**config.mk**
```make
export PLATFORM = sky130hd
export DESIGN_NAME = kaa_ctrl
export DESIGN_NICKNAME = d
export VERILOG_FILES = /design/src/sv/kaa_pkg.sv /design/src/sv/kaa_ctrl.sv
export SDC_FILE = /design/constraint.sdc
export NUM_CORES = 1
export LEC_CHECK = 0
export BUFFER_PORTS_ARGS = -buffer_cell sky130_fd_sc_hd__buf_2
export CAP_MARGIN = 20
export CORE_AREA = 2 2 39 41
export DETAILED_ROUTE_END_ITERATION = 6
export DIE_AREA = 0 0 41 43
export PLACE_DENSITY = 0.76
export SKIP_CTS_REPAIR_TIMING = 1
export SLEW_MARGIN = 0
export SYNTH_ARGS = -nofsm -noshare
export SYNTH_HDL_FRONTEND = slang
export SYNTH_SLANG_ARGS = --single-unit
```
**constraint.sdc**
```tcl
create_clock -name clock -period 4.5 [get_ports clock]
set_clock_uncertainty 0.1 [all_clocks]
set_input_delay 0.225 -clock clock [delete_from_list [all_inputs] [get_ports clock]]
set_output_delay 0.225 -clock clock [all_outputs]
set_load 0.05 [all_outputs]
```
**src/sv/kaa_pkg.sv**
```systemverilog
// Package for the k-means assign/accumulate block: types, codes and constants.
package kaa_pkg;

   localparam int DEF_MAX_CLUSTERS = 16;
   localparam int DEF_MAX_DIMS     = 64;
   localparam int DEF_MAX_ROWS     = 4096;
   localparam int DEF_COORD_WIDTH  = 16;

   localparam int DIST_WIDTH  = 40;
   localparam int SUM_WIDTH   = 32;
   localparam int COUNT_WIDTH = 13;
   localparam int SQ_LIMIT_BITS = 20;
   localparam logic [COUNT_WIDTH-1:0] COUNT_MAX = '1;

   localparam int CSR_INDEX_WIDTH = 2;
   localparam int CSR_DATA_WIDTH  = 7;
   localparam logic [CSR_INDEX_WIDTH-1:0] CSR_ACTIVE_CLUSTERS = 2'd0;
   localparam logic [CSR_INDEX_WIDTH-1:0] CSR_ACTIVE_DIMS     = 2'd1;

   localparam logic KIND_ASSIGN  = 1'b0;
   localparam logic KIND_READOUT = 1'b1;

   typedef enum logic [1:0] {
      ACT_LOAD  = 2'd0,
      ACT_POINT = 2'd1,
      ACT_START = 2'd2,
      ACT_READ  = 2'd3
   } action_type;

   typedef enum logic [3:0] {
      ST_CLEAR,
      ST_IDLE,
      ST_DIST_RD,
      ST_DIST_SQ,
      ST_DIST_ACC,
      ST_MIN,
      ST_PRIOR_RD,
      ST_PRIOR_UPD,
      ST_SUM_RD,
      ST_SUM_WR,
      ST_READ_RD,
      ST_OUT
   } state_type;

   typedef struct packed {
      logic req_ready;
      logic c_clr;
      logic c_inc;
      logic dist_rd;
      logic dist_sq;
      logic dist_acc;
      logic min_step;
      logic prior_rd;
      logic prior_upd;
      logic d_clr;
      logic d_inc;
      logic sum_rd;
      logic sum_wr;
      logic rd_issue;
      logic out_load;
      logic clear_step;
   } cmd_type;

   typedef struct packed {
      action_type req_action;
      logic       req_last;
      logic       req_dim_ok;
      logic       item_last;
      logic       c_last;
      logic       d_last;
      logic       clear_done;
      logic       out_busy;
   } status_type;

endpackage

```
**src/sv/kaa_ctrl.sv**
```systemverilog
// Controller state machine for the k-means assign/accumulate block.
module kaa_ctrl
   import kaa_pkg::*;
(
   input  logic       clock,
   input  logic       reset,
   input  logic       req_valid,
   input  status_type status,
   output cmd_type    cmd
);

   state_type state_ff, state_in;

   always_ff @(posedge clock) begin
      if (reset) begin
         state_ff <= ST_CLEAR;
      end else begin
         state_ff <= state_in;
      end
   end

   always_comb begin
      state_in = state_ff;
      unique case (state_ff)
         ST_CLEAR: begin
            if (status.clear_done) state_in = ST_IDLE;
         end
         ST_IDLE: begin
            if (req_valid) begin
               unique case (status.req_action)
                  ACT_POINT: begin
                     if (status.req_dim_ok) state_in = ST_DIST_RD;
                     else if (status.req_last) state_in = ST_MIN;
                  end
                  ACT_READ: state_in = ST_READ_RD;
                  default: state_in = ST_IDLE;
               endcase
            end
         end
         ST_DIST_RD:  state_in = ST_DIST_SQ;
         ST_DIST_SQ:  state_in = ST_DIST_ACC;
         ST_DIST_ACC: begin
            if (!status.c_last) state_in = ST_DIST_RD;
            else if (status.item_last) state_in = ST_MIN;
            else state_in = ST_IDLE;
         end
         ST_MIN: begin
            if (status.c_last) state_in = ST_PRIOR_RD;
         end
         ST_PRIOR_RD:  state_in = ST_PRIOR_UPD;
         ST_PRIOR_UPD: state_in = ST_SUM_RD;
         ST_SUM_RD:    state_in = ST_SUM_WR;
         ST_SUM_WR:    state_in = status.d_last ? ST_OUT : ST_SUM_RD;
         ST_READ_RD:   state_in = ST_OUT;
         ST_OUT: begin
            if (!status.out_busy) state_in = ST_IDLE;
         end
         default: state_in = ST_CLEAR;
      endcase
   end

   always_comb begin
      cmd = '0;
      unique case (state_ff)
         ST_CLEAR: cmd.clear_step = 1'b1;
         ST_IDLE: begin
            cmd.req_ready = 1'b1;
            cmd.c_clr     = 1'b1;
         end
         ST_DIST_RD: cmd.dist_rd = 1'b1;
         ST_DIST_SQ: cmd.dist_sq = 1'b1;
         ST_DIST_ACC: begin
            cmd.dist_acc = 1'b1;
            if (status.c_last) cmd.c_clr = 1'b1;
            else cmd.c_inc = 1'b1;
         end
         ST_MIN: begin
            cmd.min_step = 1'b1;
            cmd.c_inc    = !status.c_last;
         end
         ST_PRIOR_RD: cmd.prior_rd = 1'b1;
         ST_PRIOR_UPD: begin
            cmd.prior_upd = 1'b1;
            cmd.d_clr     = 1'b1;
         end
         ST_SUM_RD: cmd.sum_rd = 1'b1;
         ST_SUM_WR: begin
            cmd.sum_wr = 1'b1;
            cmd.d_inc  = !status.d_last;
         end
         ST_READ_RD: cmd.rd_issue = 1'b1;
         ST_OUT: cmd.out_load = !status.out_busy;
         default: cmd = '0;
      endcase
   end

endmodule

```
## Yosys cells after proc, flatten, opt, wreduce, memory -nomap -nowiden

Cells that the tools add are included.

| word-level totals | value |
|---|---|
| flip-flop bits (word level) | 4 |
| bits of input ports | 12 |
| logic and storage cells | 52 |

| operators by class | value |
|---|---|
| equality and inequality tests | 18 |
| multiplexer cells | 28 |
| reductions and logical operators | 5 |

Operators by type and width:

| operator | number |
|---|---|
| one-hot mux 4 bit (12 select lines) | 1 |
| 2-to-1 mux 4 bit | 6 |
| == test 4 x 3 -> 1 bit (second input constant) | 4 |
| == test 4 bit (second input constant) | 4 |
| 2-to-1 mux 1 bit | 14 |
| == test 4 x 2 -> 1 bit (second input constant) | 2 |
| inequality test 2 bit (second input constant) | 4 |
| one-hot mux 4 bit (2 select lines) | 1 |
| 2-to-1 mux 3 bit | 2 |
| AND reduction 5 bit | 1 |
| == test 4 x 1 -> 1 bit (second input constant) | 1 |
| zero test 4 bit | 1 |
| 2-to-1 mux 2 bit | 2 |
| inequality test 4 bit (second input constant) | 1 |
| one-hot mux 1 bit (2 select lines) | 2 |
| zero test 1 bit | 3 |
| == test 2 x 1 -> 1 bit (second input constant) | 1 |
| == test 2 bit (second input constant) | 1 |

## Longest topological paths before layout

| depth | value |
|---|---|
| depth after elaboration | 5 |
| mapped depth | 6 |

## Worst setup path before layout

No wires, ideal clock.

| path | value |
|---|---|
| path type | flip-flop to output port |
| start point | register state_ff[3] |
| end point | output cmd[12] in the netlist's numbering |
| arrival time | 1768 ps |
| data required time | 4175 ps |
| slack | 2407 ps |
| stages on the path, launching flop included | 4 |
| path buffers | 1 |
| path through | dfxtp_1 -> buf_2 -> nand2b_1 -> nor3_1 |

RTL lines:

| element | RTL line | RTL |
|---|---|---|
| start: declaration | kaa_ctrl.sv:12 | `state_type state_ff, state_in;` |
| start signal: assignment | kaa_ctrl.sv:18 | `state_ff <= state_in;` |
| end: declaration | kaa_ctrl.sv:9 | `output cmd_type cmd` |

==> impl_metrics.py <==
metrics = {
    "drt": {
        "drtAntennaViolNets": 0,
        "wl_per_cell_microns": 12.6,
        "route.detailed.drc": 0,
        "drtIter0Drc": 22,
        "firstDrtPassIters": 4,
        "viasPerCell": 5.93,
        "vias": 676,
        "drt-total-wl_microns": 1430,
    },
    "hold_path": {
        "hold_class": "input pin to flip-flop",
    },
    "placement": {
        "gp_congestion": 0.936,
        "io_buffers": 27,
        "pre_cts_ws_ps": 2640,
        "place.detailed.hpwl_microns": 1100,
    },
    "status": {
        "status": "completed",
    },
    "floorplan": {
        "rows": 14,
        "die_w_microns": 41,
        "die_y_microns": 43,
        "start_util": 0.375,
        "core-area_sq_um": 1380,
        "io_pins": 28,
        "die-area_sq_um": 1760,
    },
    "clock_tree": {
        "clkSinkCount": 4,
        "clk_latency_ps": 240,
        "htree_levels": 1,
        "root_buffer": "clkbuf_4",
        "cts_tree": "done",
        "cts_buffer_depth": 2,
        "cts_buffers": 3,
        "clk_pin_slew_ps": 40,
    },
    "critical_path": {
        "critPathArrivalTime_ps": 1660,
        "path_max_fanout": 18,
        "worst-setup-path-type": "flip-flop to output port",
        "cp.required_ps": 4180,
        "startpoint_type": "flip-flop",
        "cp-end-kind": "output port",
    },
    "logic_synthesis": {
        "yosys-top-cells-area": "dfxtp_1 (15%), buf_2 (6.7%), nor3_1 (6.7%), nor2_1 (6.5%), nand2_1 (5.8%)",
        "synth_cell_type_count": 32,
        "syn_avg_cell_area_sq_um": 6.83,
        "yosysTopAreaCell": "dfxtp_1",
        "ys_seq_elements": 4,
        "syn_inst": 76,
        "syn-cell-area_sq_um": 519,
        "ys_warn_count": 0,
        "syn-num-nets": 88,
        "synth_top_area_share": 0.154,
        "yosysSeqAreaShare": 0.154,
    },
    "sta": {
        "setup_viol": 0,
        "slew_headroom": 0.629,
        "period_minus_slack_ps": 1980,
        "fin_setup_tns_ps": 0,
        "slew_viol_final": 0,
        "finalCritPeriodShare": 0.440,
        "max_freq_mhz": 505,
        "finalWorstSetupSlack_ps": 2520,
        "rsz0062_at_grt": "no",
        "tightest_slew_ps": 555,
        "hold_viol": 0,
    },
    "pwr": {
        "p_per_area_nw_per_um2": 351,
        "vdd_drop_max_mv": 0.122,
        "power.leakage_nw": 0.281,
    },
    "global_routing": {
        "grt_max_degree": 19,
        "grt_usage": 0.184,
        "grt_pass1_wl_microns": 2210,
        "grt_pass1_vias": 531,
        "antenna_found_initial": 0,
        "grt_overflow": 0,
    },
    "flow_run": {
        "drv_cap": 0,
    },
    "layout": {
        "n_antenna_cell": 0,
        "nFillCells": 158,
        "largest-register": "state_ff",
        "layout-drive-gt1-share": 0.337,
        "syn_to_final_growth_pct": 26.0,
        "largest_reg_flops": 4,
        "nets": 112,
        "reg_top3": "state_ff (4)",
    },
}
## power breakdown
group	leakage (nW)	switching, W	internal [W]
clock	0.0138	0.0000158	0.0000299
combinational	0.235	0.0000832	0.0000437
sequential	0.0326	0.0000172	0.0000398
## path summary, 6_finish.rpt
check / startpoint / to / slack (ps) / cells after the start
worst max-delay path: state_ff[0] / cmd[1] / 2520 / 3
worst min-delay path: reset / state_ff[0] / 110 / 2
worst max register to register: state_ff[0] / state_ff[3] / 2630 / 4
worst min register to register: state_ff[0] / state_ff[0] / 720 / 2
## synth_stat cells
cell / count
nand2b_1: 4
or2_1: 2
o221ai_1: 2
a21oi_1: 4
nor3_1: 7
a211o_1: 1
nor4b_4: 1
nor4b_1: 1
a311oi_2: 1
o21a_1: 1
a31oi_1: 2
nor2b_1: 1
nand2_1: 8
buf_2: 7
a41oi_1: 1
a31o_1: 2
nand3b_1: 1
o21ai_1: 1
nand3_1: 2
o21ai_0: 3
buf_4: 1
o32ai_1: 1
and3_4: 1
inv_1: 2
o32a_1: 1
and4_1: 1
nor2_1: 9
o21bai_1: 1
nand4b_1: 1
dfxtp_1: 4
nor4_1: 1
a211oi_1: 1
## layout by cell type, fill, tap and decap left out, types with 3 or more instances in the layout
master,count
a21oi_1,4
buf_2,27
clkbuf_4,3
dfxtp_1,4
nand2_1,8
nand2b_1,4
nor2_1,9
nor3_1,7
o21ai_0,3
## cell type report
cell class	count	area, sq um	area share
Multi-Input combinational cell	62	389	0.595
Timing Repair Buffer	27	135	0.207
Sequential cell	4	80.1	0.122
Clock buffer	3	22.5	0.0344
Tap cell	16	20.0	0.0306
Inverter	2	7.51	0.0115
## routing by layer
metal	wire length (microns)	track usage
met2	738	0.266
met1	594	0.244
met5	0	0
met3	71	0.0314
met4	27	0.107
## worst max-delay path: stages, from the launching register on
cell	delay, ps
dfxtp_1	640
nand2b_1	270
nor3_1	220
buf_2	290
## cells by family after synthesis
family | synth area share
compound gates | 0.311
buf+inv | 0.0964
simple gates | 0.439
flops | 0.154
## through the flow
step	util	cell area (sq um)	hold WS [ps]	cells	power, W
final	0.473	654	113	114	0.000230
after global routing	0.473	654	126	114	0.000247
after CTS	0.473	654	110	114	0.000231
after detailed placement	0.457	632	355	111	0.000184
after global placement	0.457	632	353	111	0.000182
after floorplan	-	519	193	76	0.000160
(Power assumes the default switching activity.)
